==> src/hdl/rfid_inv_pkg.sv <==
// Types and codes shared by the tag inventory state machine.
package rfid_inv_pkg;

   typedef enum logic [2:0] {
      OP_QUERY    = 3'd0,
      OP_QUERYREP = 3'd1,
      OP_QUERYADJ = 3'd2,
      OP_SELECT   = 3'd3,
      OP_ACK      = 3'd4,
      OP_REQRN    = 3'd5,
      OP_READ     = 3'd6,
      OP_NAK      = 3'd7
   } opcode_type;

   typedef enum logic [2:0] {
      REPLY_NONE   = 3'd0,
      REPLY_RN16   = 3'd1,
      REPLY_EPC    = 3'd2,
      REPLY_HANDLE = 3'd3,
      REPLY_READ   = 3'd4
   } reply_type;

   typedef enum logic [2:0] {
      SA_SET_CLR = 3'd0,
      SA_SET_NOP = 3'd1,
      SA_NOP_CLR = 3'd2,
      SA_NEG_NOP = 3'd3,
      SA_CLR_SET = 3'd4,
      SA_CLR_NOP = 3'd5,
      SA_NOP_SET = 3'd6,
      SA_NOP_NEG = 3'd7
   } sel_action_type;

   typedef enum logic [1:0] {
      CSR_EPC   = 2'd0,
      CSR_TID   = 2'd1,
      CSR_USER  = 2'd2,
      CSR_SHIFT = 2'd3
   } csr_index_type;

   localparam logic [2:0] ST_READY     = 3'd0;
   localparam logic [2:0] ST_ARBITRATE = 3'd1;
   localparam logic [2:0] ST_ACKED     = 3'd3;
   localparam logic [2:0] ST_OPEN      = 3'd4;
   localparam logic [2:0] ST_SECURED   = 3'd5;

   localparam logic [2:0] UPDN_KEEP = 3'd0;
   localparam logic [2:0] UPDN_DOWN = 3'd3;
   localparam logic [2:0] UPDN_UP   = 3'd6;

   localparam logic [1:0] BANK_NONE = 2'd0;
   localparam logic [1:0] BANK_EPC  = 2'd1;
   localparam logic [1:0] BANK_TID  = 2'd2;

   localparam logic [1:0] SEL_NOT_SL = 2'd2;
   localparam logic [1:0] SEL_SL     = 2'd3;

   localparam logic [2:0] TARGET_SL = 3'd4;

   localparam logic [3:0]  Q_MAX      = 4'hF;
   localparam logic [8:0]  TID_LEN    = 9'd24;
   localparam logic [8:0]  USER_LEN   = 9'd8;
   localparam logic [23:0] TID_RESET  = 24'hE20000;
   localparam logic [4:0]  TRCAL_DR8  = 5'd8;
   localparam logic [4:0]  TRCAL_DR21 = 5'd21;

   typedef struct packed {
      logic        pad;
      logic [63:0] mask;
      logic [7:0]  mask_length;
      logic [7:0]  pointer;
      logic [1:0]  membank;
      logic [2:0]  action;
      logic [3:0]  q_in;
      logic [2:0]  target;
      logic [1:0]  session;
      logic [1:0]  sel;
      logic [3:0]  link_bits;
      logic [2:0]  next_state;
   } req_data_type;

   typedef struct packed {
      logic [1:0]  pad;
      logic        pilot_extended;
      logic [3:0]  subcarrier_cycles;
      logic [4:0]  trcal_divide;
      logic [15:0] read_count;
      logic [3:0]  session_flags;
      logic        sl_flag;
      logic [3:0]  q_value;
      logic [15:0] slot_count;
      logic [2:0]  tag_state;
   } rsp_data_type;

endpackage

==> src/hdl/rfid_tag_inventory_fsm_top.sv <==
// Tag-side inventory state machine with input and result registers.
//
//  channel | direction | handshake            | payload
//  req     | in        | req_tvalid/tready    | tuser opcode, tdata command fields
//  rsp     | out       | rsp_tvalid/tready    | tuser reply kind, tdata tag state
//  csr     | in        | csr_valid/csr_ready  | csr_index, csr_data
//
// Each item is held in the input register and is then evaluated
// combinationally into the result register; one item is taken per cycle
// unless the result is stalled, and the tag state registers update with it.
// Reset clears the tag state and loads the register defaults; no clearing pass.
// A stalled result holds the item in the input register, and input is taken
// again as soon as the result register frees.
module rfid_tag_inventory_fsm_top #(
   parameter int MASK_WIDTH = 64,
   parameter int EPC_WIDTH  = 64
) (
   input  logic                       clock,
   input  logic                       reset,
   input  logic                       req_tvalid,
   output logic                       req_tready,
   // next_state, link_bits, sel, session, target, q_in, action, membank,
   // pointer, mask_length, mask, zero pad
   input  rfid_inv_pkg::req_data_type req_tdata,
   // opcode
   input  logic [2:0]                 req_tuser,
   output logic                       rsp_tvalid,
   input  logic                       rsp_tready,
   // tag_state, slot_count, q_value, sl_flag, session_flags, read_count,
   // trcal_divide, subcarrier_cycles, pilot_extended, zero pad
   output rfid_inv_pkg::rsp_data_type rsp_tdata,
   // reply_kind
   output logic [2:0]                 rsp_tuser,
   input  logic                       csr_valid,
   output logic                       csr_ready,
   input  logic [1:0]                 csr_index,
   input  logic [63:0]                csr_data
);
   import rfid_inv_pkg::*;

   localparam int MASK_PAD = 64 - MASK_WIDTH;
   localparam int EPC_PAD  = 64 - EPC_WIDTH;

   logic                  req_valid_ff, req_valid_in;
   opcode_type            req_op_ff;
   logic [2:0]            req_next_ff;
   logic [3:0]            req_link_ff;
   logic [1:0]            req_sel_ff;
   logic [1:0]            req_ses_ff;
   logic [2:0]            req_tgt_ff;
   logic [3:0]            req_q_ff;
   logic [2:0]            req_act_ff;
   logic [1:0]            req_bank_ff;
   logic [7:0]            req_ptr_ff;
   logic [7:0]            req_len_ff;
   logic [MASK_WIDTH-1:0] req_mask_ff;

   logic [EPC_WIDTH-1:0]  epc_ff;
   logic [23:0]           tid_ff;
   logic [7:0]            user_ff;
   logic [3:0]            shift_ff;

   logic [2:0]  st_ff, st_in;
   logic        sl_ff, sl_in;
   logic [3:0]  inv_ff, inv_in;
   logic [1:0]  last_ff, last_in;
   logic [3:0]  q_ff, q_in;
   logic [15:0] slot_ff, slot_in;
   logic        round_ff, round_in;
   logic [15:0] rdc_ff, rdc_in;
   logic [3:0]  link_ff, link_in;
   reply_type   reply_in;

   logic         rsp_valid_ff, rsp_valid_in;
   rsp_data_type rsp_data_ff, rsp_data_in;
   reply_type    rsp_kind_ff;

   logic        advance;
   logic        access_st;
   logic [3:0]  query_inv;
   logic        sl_ok;
   logic [3:0]  query_slot;
   logic [3:0]  adj_q;
   logic        adj_ok;
   logic [3:0]  adj_slot;

   logic [63:0] sel_data;
   logic [63:0] sel_mask;
   logic [63:0] top_mask;
   logic [7:0]  sel_len;
   logic [8:0]  sel_bank_len;
   logic [7:0]  sel_ptr;
   logic        sel_ignore;
   logic        sel_hit;
   logic        act_set, act_val, act_neg;

   assign advance    = req_valid_ff && (!rsp_valid_ff || rsp_tready);
   assign req_tready = !req_valid_ff || advance;
   assign csr_ready  = 1'b1;

   assign req_valid_in = req_tready ? req_tvalid : req_valid_ff;
   assign rsp_valid_in = advance ? 1'b1 : (rsp_tready ? 1'b0 : rsp_valid_ff);

   assign access_st = (st_ff == ST_ACKED) || (st_ff == ST_OPEN) || (st_ff == ST_SECURED);
   assign query_inv = (access_st && (req_ses_ff == last_ff))
                      ? (inv_ff ^ (4'b0001 << req_ses_ff)) : inv_ff;
   assign sl_ok     = !req_sel_ff[1] || ((req_sel_ff == SEL_SL) && sl_ff)
                      || ((req_sel_ff == SEL_NOT_SL) && !sl_ff);
   assign query_slot = req_q_ff >> shift_ff;
   assign adj_slot   = adj_q >> shift_ff;

   always_comb begin
      adj_q  = q_ff;
      adj_ok = 1'b1;
      unique case (req_act_ff)
         UPDN_UP:   adj_q = (q_ff == Q_MAX) ? q_ff : q_ff + 4'd1;
         UPDN_DOWN: adj_q = (q_ff == 4'd0) ? q_ff : q_ff - 4'd1;
         UPDN_KEEP: adj_q = q_ff;
         default:   adj_ok = 1'b0;
      endcase
   end

   always_comb begin
      sel_ptr      = req_ptr_ff;
      sel_len      = req_len_ff;
      sel_bank_len = USER_LEN;
      sel_data     = {user_ff, 56'd0};
      sel_ignore   = (req_len_ff == 8'd0) || (req_bank_ff == BANK_NONE)
                     || ({1'b0, req_len_ff} > 9'(MASK_WIDTH));
      priority if (req_bank_ff == BANK_EPC) begin
         sel_bank_len = 9'(EPC_WIDTH);
         sel_data     = (64'(epc_ff) << EPC_PAD) << req_ptr_ff[5:0];
         if ({1'b0, req_ptr_ff} >= 9'(EPC_WIDTH)) begin
            sel_ignore = 1'b1;
         end
      end else if (req_bank_ff == BANK_TID) begin
         sel_bank_len = TID_LEN;
         sel_data     = {tid_ff, 40'd0} << req_ptr_ff[4:0];
         if ({1'b0, req_ptr_ff} >= TID_LEN) begin
            sel_ignore = 1'b1;
         end
      end else begin
         sel_ptr = 8'd0;
         if (req_len_ff > 8'(USER_LEN)) begin
            sel_len = 8'(USER_LEN);
         end
      end
      sel_mask = 64'(req_mask_ff) << MASK_PAD;
      top_mask = ~({64{1'b1}} >> sel_len);
      sel_hit  = (({1'b0, sel_ptr} + {1'b0, sel_len}) <= sel_bank_len)
                 && (((sel_data ^ sel_mask) & top_mask) == 64'd0);
   end

   always_comb begin
      act_set = 1'b0;
      act_val = 1'b0;
      act_neg = 1'b0;
      unique case (sel_action_type'(req_act_ff))
         SA_SET_CLR: begin act_set = 1'b1; act_val = sel_hit; end
         SA_SET_NOP: begin act_set = sel_hit; act_val = 1'b1; end
         SA_NOP_CLR: begin act_set = !sel_hit; act_val = 1'b0; end
         SA_NEG_NOP: act_neg = sel_hit;
         SA_CLR_SET: begin act_set = 1'b1; act_val = !sel_hit; end
         SA_CLR_NOP: begin act_set = sel_hit; act_val = 1'b0; end
         SA_NOP_SET: begin act_set = !sel_hit; act_val = 1'b1; end
         SA_NOP_NEG: act_neg = !sel_hit;
         default:    act_neg = 1'b0;
      endcase
   end

   always_comb begin
      st_in    = st_ff;
      sl_in    = sl_ff;
      inv_in   = inv_ff;
      last_in  = last_ff;
      q_in     = q_ff;
      slot_in  = slot_ff;
      round_in = round_ff;
      rdc_in   = rdc_ff;
      link_in  = link_ff;
      reply_in = REPLY_NONE;
      unique case (req_op_ff)
         OP_QUERY: begin
            link_in = req_link_ff;
            inv_in  = query_inv;
            if (!(sl_ok && (req_tgt_ff[0] == query_inv[req_ses_ff]))) begin
               st_in = ST_READY;
            end else begin
               last_in  = req_ses_ff;
               q_in     = req_q_ff;
               slot_in  = 16'(query_slot);
               round_in = 1'b1;
               if (round_ff || (query_slot == 4'd0)) begin
                  reply_in = REPLY_RN16;
                  st_in    = req_next_ff;
               end else begin
                  st_in = ST_ARBITRATE;
               end
            end
         end
         OP_QUERYREP: begin
            if (access_st) begin
               inv_in = inv_ff ^ (4'b0001 << last_ff);
               st_in  = ST_READY;
            end else begin
               slot_in = slot_ff - 16'd1;
               if (slot_ff != 16'd1) begin
                  st_in = ST_ARBITRATE;
               end else begin
                  reply_in = REPLY_RN16;
                  st_in    = req_next_ff;
               end
            end
         end
         OP_QUERYADJ: begin
            if (req_ses_ff == last_ff) begin
               if (access_st) begin
                  inv_in = inv_ff ^ (4'b0001 << req_ses_ff);
                  st_in  = ST_READY;
               end else if (adj_ok) begin
                  q_in    = adj_q;
                  slot_in = 16'(adj_slot);
                  if (adj_slot == 4'd0) begin
                     reply_in = REPLY_RN16;
                     st_in    = req_next_ff;
                  end else begin
                     st_in = ST_ARBITRATE;
                  end
               end
            end
         end
         OP_SELECT: begin
            if ((req_tgt_ff <= TARGET_SL) && !sel_ignore) begin
               st_in = req_next_ff;
               if (req_tgt_ff == TARGET_SL) begin
                  if (act_set) begin
                     sl_in = act_val;
                  end else if (act_neg) begin
                     sl_in = !sl_ff;
                  end
               end else begin
                  if (act_set) begin
                     inv_in[req_tgt_ff[1:0]] = !act_val;
                  end else if (act_neg) begin
                     inv_in[req_tgt_ff[1:0]] = !inv_ff[req_tgt_ff[1:0]];
                  end
               end
            end
         end
         OP_ACK: begin
            reply_in = REPLY_EPC;
            st_in    = req_next_ff;
         end
         OP_REQRN: begin
            reply_in = REPLY_HANDLE;
            rdc_in   = rdc_ff + 16'd1;
            st_in    = req_next_ff;
         end
         OP_READ: begin
            reply_in = REPLY_READ;
            st_in    = req_next_ff;
         end
         OP_NAK: st_in = req_next_ff;
         default: st_in = st_ff;
      endcase
   end

   always_comb begin
      rsp_data_in                   = '0;
      rsp_data_in.tag_state         = st_in;
      rsp_data_in.slot_count        = slot_in;
      rsp_data_in.q_value           = q_in;
      rsp_data_in.sl_flag           = sl_in;
      rsp_data_in.session_flags     = inv_in;
      rsp_data_in.read_count        = rdc_in;
      rsp_data_in.trcal_divide      = link_in[3] ? TRCAL_DR21 : TRCAL_DR8;
      rsp_data_in.subcarrier_cycles = 4'b0001 << link_in[2:1];
      rsp_data_in.pilot_extended    = link_in[0];
   end

   always_ff @(posedge clock) begin
      if (req_tready && req_tvalid) begin
         req_op_ff   <= opcode_type'(req_tuser);
         req_next_ff <= req_tdata.next_state;
         req_link_ff <= req_tdata.link_bits;
         req_sel_ff  <= req_tdata.sel;
         req_ses_ff  <= req_tdata.session;
         req_tgt_ff  <= req_tdata.target;
         req_q_ff    <= req_tdata.q_in;
         req_act_ff  <= req_tdata.action;
         req_bank_ff <= req_tdata.membank;
         req_ptr_ff  <= req_tdata.pointer;
         req_len_ff  <= req_tdata.mask_length;
         req_mask_ff <= req_tdata.mask[63 -: MASK_WIDTH];
      end
      if (advance) begin
         rsp_data_ff <= rsp_data_in;
         rsp_kind_ff <= reply_in;
      end
   end

   always_ff @(posedge clock) begin
      if (reset) begin
         req_valid_ff <= 1'b0;
         rsp_valid_ff <= 1'b0;
         epc_ff       <= '0;
         tid_ff       <= TID_RESET;
         user_ff      <= 8'd0;
         shift_ff     <= 4'd0;
         st_ff        <= ST_READY;
         sl_ff        <= 1'b0;
         inv_ff       <= 4'd0;
         last_ff      <= 2'd0;
         q_ff         <= 4'd0;
         slot_ff      <= 16'd0;
         round_ff     <= 1'b0;
         rdc_ff       <= 16'd0;
         link_ff      <= 4'd0;
      end else begin
         req_valid_ff <= req_valid_in;
         rsp_valid_ff <= rsp_valid_in;
         if (csr_valid && csr_ready) begin
            unique case (csr_index_type'(csr_index))
               CSR_EPC:   epc_ff   <= csr_data[63 -: EPC_WIDTH];
               CSR_TID:   tid_ff   <= csr_data[23:0];
               CSR_USER:  user_ff  <= csr_data[7:0];
               CSR_SHIFT: shift_ff <= csr_data[3:0];
               default:   shift_ff <= shift_ff;
            endcase
         end
         if (advance) begin
            st_ff    <= st_in;
            sl_ff    <= sl_in;
            inv_ff   <= inv_in;
            last_ff  <= last_in;
            q_ff     <= q_in;
            slot_ff  <= slot_in;
            round_ff <= round_in;
            rdc_ff   <= rdc_in;
            link_ff  <= link_in;
         end
      end
   end

   assign rsp_tvalid = rsp_valid_ff;
   assign rsp_tdata  = rsp_data_ff;
   assign rsp_tuser  = rsp_kind_ff;

   a_rdc_only_reqrn: assert property (@(posedge clock) disable iff (reset)
      !(advance && (req_op_ff == OP_REQRN)) |=> $stable(rdc_ff))
      else $error("read counter changed without a ReqRN item");

   a_round_sticky: assert property (@(posedge clock) disable iff (reset)
      round_ff |=> round_ff)
      else $error("in-round flag cleared outside reset");

   a_rsp_from_advance: assert property (@(posedge clock) disable iff (reset)
      $rose(rsp_valid_ff) |-> $past(advance))
      else $error("result appeared without an evaluated item");

   a_link_only_query: assert property (@(posedge clock) disable iff (reset)
      !(advance && (req_op_ff == OP_QUERY)) |=> $stable(link_ff))
      else $error("link settings changed without a Query item");

endmodule
==> config.mk <==
export PLATFORM = sky130hd
export DESIGN_NAME = rfid_tag_inventory_fsm_top
export DESIGN_NICKNAME = d
export VERILOG_FILES = /design/src/hdl/rfid_inv_pkg.sv /design/src/hdl/rfid_tag_inventory_fsm_top.sv
export SDC_FILE = /design/constraint.sdc
export NUM_CORES = 1
export LEC_CHECK = 0
export BUFFER_PORTS_ARGS = -buffer_cell sky130_fd_sc_hd__buf_2
export CAP_MARGIN = 40
export CORE_UTILIZATION = 44
export DETAILED_ROUTE_END_ITERATION = 10
export SLEW_MARGIN = 20
export SYNTH_ARGS = -nofsm -noshare
export SYNTH_HDL_FRONTEND = slang
export SYNTH_SLANG_ARGS = --single-unit
==> constraint.sdc <==
create_clock -name clock -period 17.7 [get_ports clock]
set_clock_uncertainty 0.05 [all_clocks]
set_input_delay 1.77 -clock clock [delete_from_list [all_inputs] [get_ports clock]]
set_output_delay 1.77 -clock clock [all_outputs]
set_load 0.05 [all_outputs]
# == Yosys cells after proc, flatten, opt, wreduce, memory -nomap -nowiden ==
# Cells that the tools add are included.
# op_classes
addsub,5
magnitude_cmp,9
eq_ne,29
shift,8
mux,77
bitwise,5
n_reduce_logical,47
# op_table
op,count
$mux 64,2
$mux 16,6
$and 64x64->64,1
$logic_not 64->1,1
$not 64->64,1
$shl 64x5->64,1
$shl 64x6->64,1
$shr 64x8->64 const A,1
$xor 64x64->64,1
$mux 4,15
$pmux 16 s3,1
$mux 8,5
$eq 3x3->1 const B,11
$mux 3,9
$mux 1,23
$pmux 3 s6,1
$add 16x1->16 const B,1
$ne 16x1->1 const B,1
$pmux 4 s2,2
$pmux 4 s4,1
$sub 16x1->16 const B,1
$eq 3x2->1 const B,5
$pmux 3 s5,1
$logic_not 4->1,3
other kinds (39),85
# totals
regBits,316
elab_cells,217

# == Depth between registers and ports, before layout ==
# depth
word_depth,17
depth_mapped,28
ltp_nobuf,25

# == Worst setup path after synthesis ==
# OpenSTA, ideal clock, no wires.
# synth_path
kind,reg2reg
start,register req_bank_ff[0]
end,register inv_ff[1]
setup_ps,86
arrival_ps,5544
t_required_ps,17564
path_slack_ps,12019
stages_incl_launch_ff,29
cell_sequence,edfxtp_1 clkbuf_1 xnor2_1 buf_6 clkbuf_1 buf_1 nor2_1 ha_1 inv_1 fa_1 nor2b_1 o31a_1 o21a_1 nor2_1 xnor2_1 ha_1 nand2_1 nor2_1 nand3_1 o32ai_1 a21oi_1 a211o_1 nor4_1 nand4b_1 nor4_4 mux2i_1 o21ai_0 a211o_1 a221oi_2
# synth_via
elab_chain_cells,16
word_cells_on_any_way,38
cone_classes,add/sub (1); order compare (1); eq/ne (2); shift (1); mux (21); bitwise (3); reduce/logical (9)
# synth_rtl
item,line_no,source
"start, declared",rfid_tag_inventory_fsm_top.sv:53,logic [1:0] req_bank_ff;
"start signal, assigned",rfid_tag_inventory_fsm_top.sv:291,req_bank_ff <= req_tdata.membank;
$eq 2x2->1,rfid_tag_inventory_fsm_top.sv:136,end else if (req_bank_ff == BANK_TID) begin
$mux 8,rfid_tag_inventory_fsm_top.sv:136,
$mux 8,rfid_tag_inventory_fsm_top.sv:130,priority if (req_bank_ff == BANK_EPC) begin
$shr 64x8->64,rfid_tag_inventory_fsm_top.sv:149,top_mask = ~({64{1'b1}} >> sel_len);
$not 64->64,rfid_tag_inventory_fsm_top.sv:149,
$and 64x64->64,rfid_tag_inventory_fsm_top.sv:151,&& (((sel_data ^ sel_mask) & top_mask) == 64'd0);
$logic_not 64->1,rfid_tag_inventory_fsm_top.sv:151,
$logic_and 1x1->1,rfid_tag_inventory_fsm_top.sv:151,
$logic_not 1->1,n/a,
$pmux 1 s3,rfid_tag_inventory_fsm_top.sv:158,unique case (sel_action_type'(req_act_ff))
$logic_not 1->1,rfid_tag_inventory_fsm_top.sv:243,inv_in[req_tgt_ff[1:0]] = !act_val;
$bwmux 4,rfid_tag_inventory_fsm_top.sv:243,
$mux 4,rfid_tag_inventory_fsm_top.sv:242,if (act_set) begin
$mux 4,rfid_tag_inventory_fsm_top.sv:235,if (req_tgt_ff == TARGET_SL) begin
$mux 4 *,rfid_tag_inventory_fsm_top.sv:233,if ((req_tgt_ff <= TARGET_SL) && !sel_ignore) begin
$pmux 4 s4 *,rfid_tag_inventory_fsm_top.sv:182,unique case (req_op_ff)
"end signal, assigned",rfid_tag_inventory_fsm_top.sv:334,inv_ff <= inv_in;
"end, declared",rfid_tag_inventory_fsm_top.sv:65,"logic [3:0] inv_ff, inv_in;"
# Every way passes the cells marked *; elsewhere a longest branch is shown, timed or not.
# A chain may end at the register's enable or synchronous reset.

# == Final worst setup path ==
# layout_path
start,register req_ptr_ff[1]
end,register inv_ff[1]
# layout_via
elab_chain_cells,15
word_cells_on_any_way,31
cone_classes,add/sub (1); order compare (3); shift (2); mux (17); bitwise (2); reduce/logical (6)
# layout_rtl
item,line_no,source
"start, declared",rfid_tag_inventory_fsm_top.sv:54,logic [7:0] req_ptr_ff;
"start signal, assigned",rfid_tag_inventory_fsm_top.sv:292,req_ptr_ff <= req_tdata.pointer;
branches (longest 13 deep; another with $add 8x8->9),n/a,
$mux 4 *,rfid_tag_inventory_fsm_top.sv:233,
$pmux 4 s4 *,rfid_tag_inventory_fsm_top.sv:182,
# Mark *: on every way between the ends.

==> results.yml <==
cells_and_area:
  final.fill_count: 4506
  drive_gt1_share_pct: 19.1
  utilization_pct: 50.6
  syn_to_final_growth_pct: 12.7
  finalNetCount: 2695
synthesis:
  synth-simple-area-share_pct: 18.6
  avgSynthCellArea_um2: 9.21
  synth.area.mux_share_pct: 17.2
  ys.flop_type: "edfxtp_1"
  synth-async-reset-ratio_pct: 0
  yosysSeqAreaShare_pct: 36.4
  synth-edff-count: 160
  synth_area_um2: 21600
  synth_top_family_by_area: "simple AND/OR/NAND/NOR gates"
  synth_xor_area_share_pct: 3.36
  ys_ff_latch: 313
  synth-compound-area-share_pct: 18.1
  ys.warnings.count: 0
  synth_cell_types: 106
  netlist_instances: 2348
  synth_fa_ha_area_share_pct: 1.02
sta:
  max_freq_ghz: 0.145
  layout_setup_ws_ns: 10.81
  worst_slew_pin_slew_ns: 0.959
  layout_min_cycle_time_ns: 6.89
  slew_violations: 0
  hold_slack_ns: 0.416
  hold_viol: 0
  slew_headroom_pct: 35.8
  grt_setup_unrepaired: "false"
  setup_tns_ns: 0
  setup_viol: 0
  post-route-period-util_pct: 38.9
clock_network:
  clkTransAtPathRegs_ns: 0.06
  clock-sinks: 313
  cts_tree: "done"
  cts.path.max_buffers: 3
  cts_hold_buf: 0
  cts_setup_buffers: 0
  cts_buffers: 36
  ctsResizeCount: 0
  cts_root_buffer: "clkbuf_16"
  clk_latency_ns: 0.56
  htree_num_levels: 2
run:
  max_cap_violations: 0
critical_path:
  crit_slowest_cell: "a211oi_1"
  critPathMaxStageDelay_ns: 0.75
  end_kind: "register"
  critical_path_required_ns: 18.12
  critical_path.cell_chain: "buf_4 > buf_16 > buf_4 > buf_16 > mux4_1 > mux2i_1 > o221ai_1 > a211oi_1 > xnor2_1 > nand2_1 > nor4b_1 > nand4_1 > nor4_4 > mux2i_1 > o21ai_0 > a211o_1 > a221oi_2"
  worstPathArrival_ns: 7.31
  worst-setup-path-type: "reg2reg"
  cp-start-kind: "register"
  worst-path-max-fanout: 46
floorplan:
  die_area_um2: 50100
  initial_core_util_pct: 44.9
  die_h_um: 224
  rows: 80
  core_um2: 48100
  die_x_um: 224
  io_pins: 240
power:
  sw_frac_of_total_pct: 30.5
  power.switching_uw: 595
  comb_power_share_pct: 19.6
  internal-power_mw: 1.36
  pwr-share-clk_pct: 37.4
  pwr-share-seq_pct: 43.0
  power_density_nw_per_um2: 80.1
  finalPower_mw: 1.95
  p_leak_nw: 9.16
  ir_drop_mv: 0.0877
grt:
  grt_max_degree: 77
  grt_overflow_total: 0
  met3_usage_pct: 5.75
  gr-max-usage-layer: "met2"
  grt_pass1_vias: 19300
  grtUsageMet1_pct: 45.6
  grt_pass1_wl_mm: 126
  grt_use_total_pct: 33.7
  use_met2_pct: 54.0
  antenna_found_initial: 6
routing:
  wirelength_mm: 85.3
  firstDrtPassIters: 6
  vias_per_cell: 6.36
  drc: 0
  drtIter0Drc: 2287
  ant_nets: 0
  avgRoutedWirePerCell_um: 26.8
  vias: 20300
placement:
  hpwl_mm: 64.2
  port_buffers: 234
  place_ws_ns: 10.85
  finalWeightedCongestion: 1.03
worst_hold_path:
  hold_class: "reg2reg"
status:
  status: "finished clean"
[metrics by stage]
step / instances / area (µm²)
final: 3187 / 24400
after global routing: 3184 / 24400
after CTS: 3179 / 24200
after detailed placement: 3113 / 23100
after global placement: 3101 / 23000
after floorplan: 2350 / 21600
[flip-flops by register name (all words and copies together), names as in the netlist, 4 cells and up]
| register | cells |
|---|---|
| user_ff | 8 |
| rdc_ff | 16 |
| req_mask_ff | 64 |
| shift_ff | 4 |
| inv_ff | 4 |
| rsp_tdata | 51 |
| req_ptr_ff | 8 |
| link_ff | 4 |
| req_len_ff | 8 |
| tid_ff | 24 |
| slot_ff | 16 |
| epc_ff | 64 |
| req_link_ff | 4 |
| q_ff | 4 |
| req_q_ff | 4 |
[worst max-delay path, delay by kind of cell (launching register included)]
family                 cells  cell delay (ns)
multiplexers               3             1.62
XOR/XNOR                   1             0.21
flip-flops                 1             0.45
AO/OA/AOI/OAI              5             1.75
buffers and inverters      4             1.36
AND/OR/NAND/NOR            4             1.30
[layer usage]
metal / vias to the layer above / share of wire (%)
li1: 9107 / -
met3: 162 / 7.7
met4: 6 / 4.0
met2: 964 / 46
met5: - / 0.036
met1: 10000 / 42
[Yosys cell counts (11+ instances only)]
cell       number  share of area, %
nand2_1       386               6.7
nor2_1        197               3.4
a21oi_1       178               4.1
edfxtp_1      160                22
dfxtp_1       153                14
mux2i_1       126               5.8
clkbuf_1      110               1.9
o21ai_0       106               2.5
mux4_2         65               6.8
nand3_1        60               1.4
nor3_1         50               1.2
xor2_1         46               1.9
o22ai_1        42               1.2
inv_1          40              0.69
xnor2_1        37               1.5
mux2_2         30               1.6
a31oi_1        24              0.69
a211oi_1       23              0.80
nor2b_1        23              0.67
mux4_1         22               2.7
or3_1          20              0.58
a22oi_1        19              0.66
buf_4          19              0.66
nand2b_1       18              0.52
o211ai_1       18              0.62
and2_1         17              0.49
and3_1         17              0.49
ha_1           16              0.93
buf_2          15              0.35
a21o_1         13              0.45
nand4_1        13              0.38
nor4_1         12              0.35
o21a_1         12              0.42
o31ai_1        12              0.42
buf_1          11              0.19
o2111ai_1      11              0.45
o32ai_1        11              0.45
[area by class of cell]
cell class	count	area, µm²	area share [%]
clock inverters	13	126	0.519
repair buffers	288	1690	6.92
multi-input cells	1819	12700	52.0
flip-flops and latches	313	7870	32.3
clock buffers	53	1030	4.21
inverters	42	159	0.652
well taps	656	821	3.37
diodes	3	7.51	0.0308
[cell usage in the layout, fill, tap and decap left out, types with 13 or more instances in the layout]
cell type and n:
and2_1 16, nor2_1 197, edfxtp_1 160, nand2b_1 18
xor2_1 46, dfxtp_1 153, nand4_1 13, mux4_2 65
o22ai_1 42, mux4_1 22, nor3_1 50, clkbuf_16 37
inv_1 38, and3_1 17, a22oi_1 19, a211oi_1 23
buf_2 234, a21o_1 13, ha_1 16, o21ai_0 106
a31oi_1 24, o211ai_1 18, mux2i_1 126, buf_4 43
nand2_1 386, xnor2_1 36, nand3_1 60, nor2b_1 23
or3_1 20, mux2_2 30, a21oi_1 178
[cells by family after synthesis]
logic type | Yosys count
AO/OA/AOI/OAI | 592
XOR/XNOR | 83
adder cells (fa/ha/maj) | 17
buffers and inverters | 218
flip-flops | 313
multiplexers | 248
other | 2
AND/OR/NAND/NOR | 875
[power groups by stage]
stage	logic (mW)	clock network (mW)	registers [mW]
after floorplan	0.240	0	0.857
after detailed placement	0.371	0	0.852
after global routing	0.406	0.774	0.842
after global placement	0.366	0	0.851
after CTS	0.373	0.747	0.837
final	0.383	0.730	0.838
[final timing paths]
path / startpoint / endpoint / slack (ns) / cells after the start
setup / recovery: req_ptr_ff[1]$_DFFE_PP_ / inv_ff[1]$_SDFFE_PP0P_ / 10.81 / 17
hold / removal: epc_ff[63]$_SDFFE_PP0P_ / epc_ff[63]$_SDFFE_PP0P_ / 0.42 / 2
setup reg to reg: req_ptr_ff[1]$_DFFE_PP_ / inv_ff[1]$_SDFFE_PP0P_ / 10.81 / 17
hold reg to reg: epc_ff[63]$_SDFFE_PP0P_ / epc_ff[63]$_SDFFE_PP0P_ / 0.42 / 2
Power figures use the tool's default switching activity.
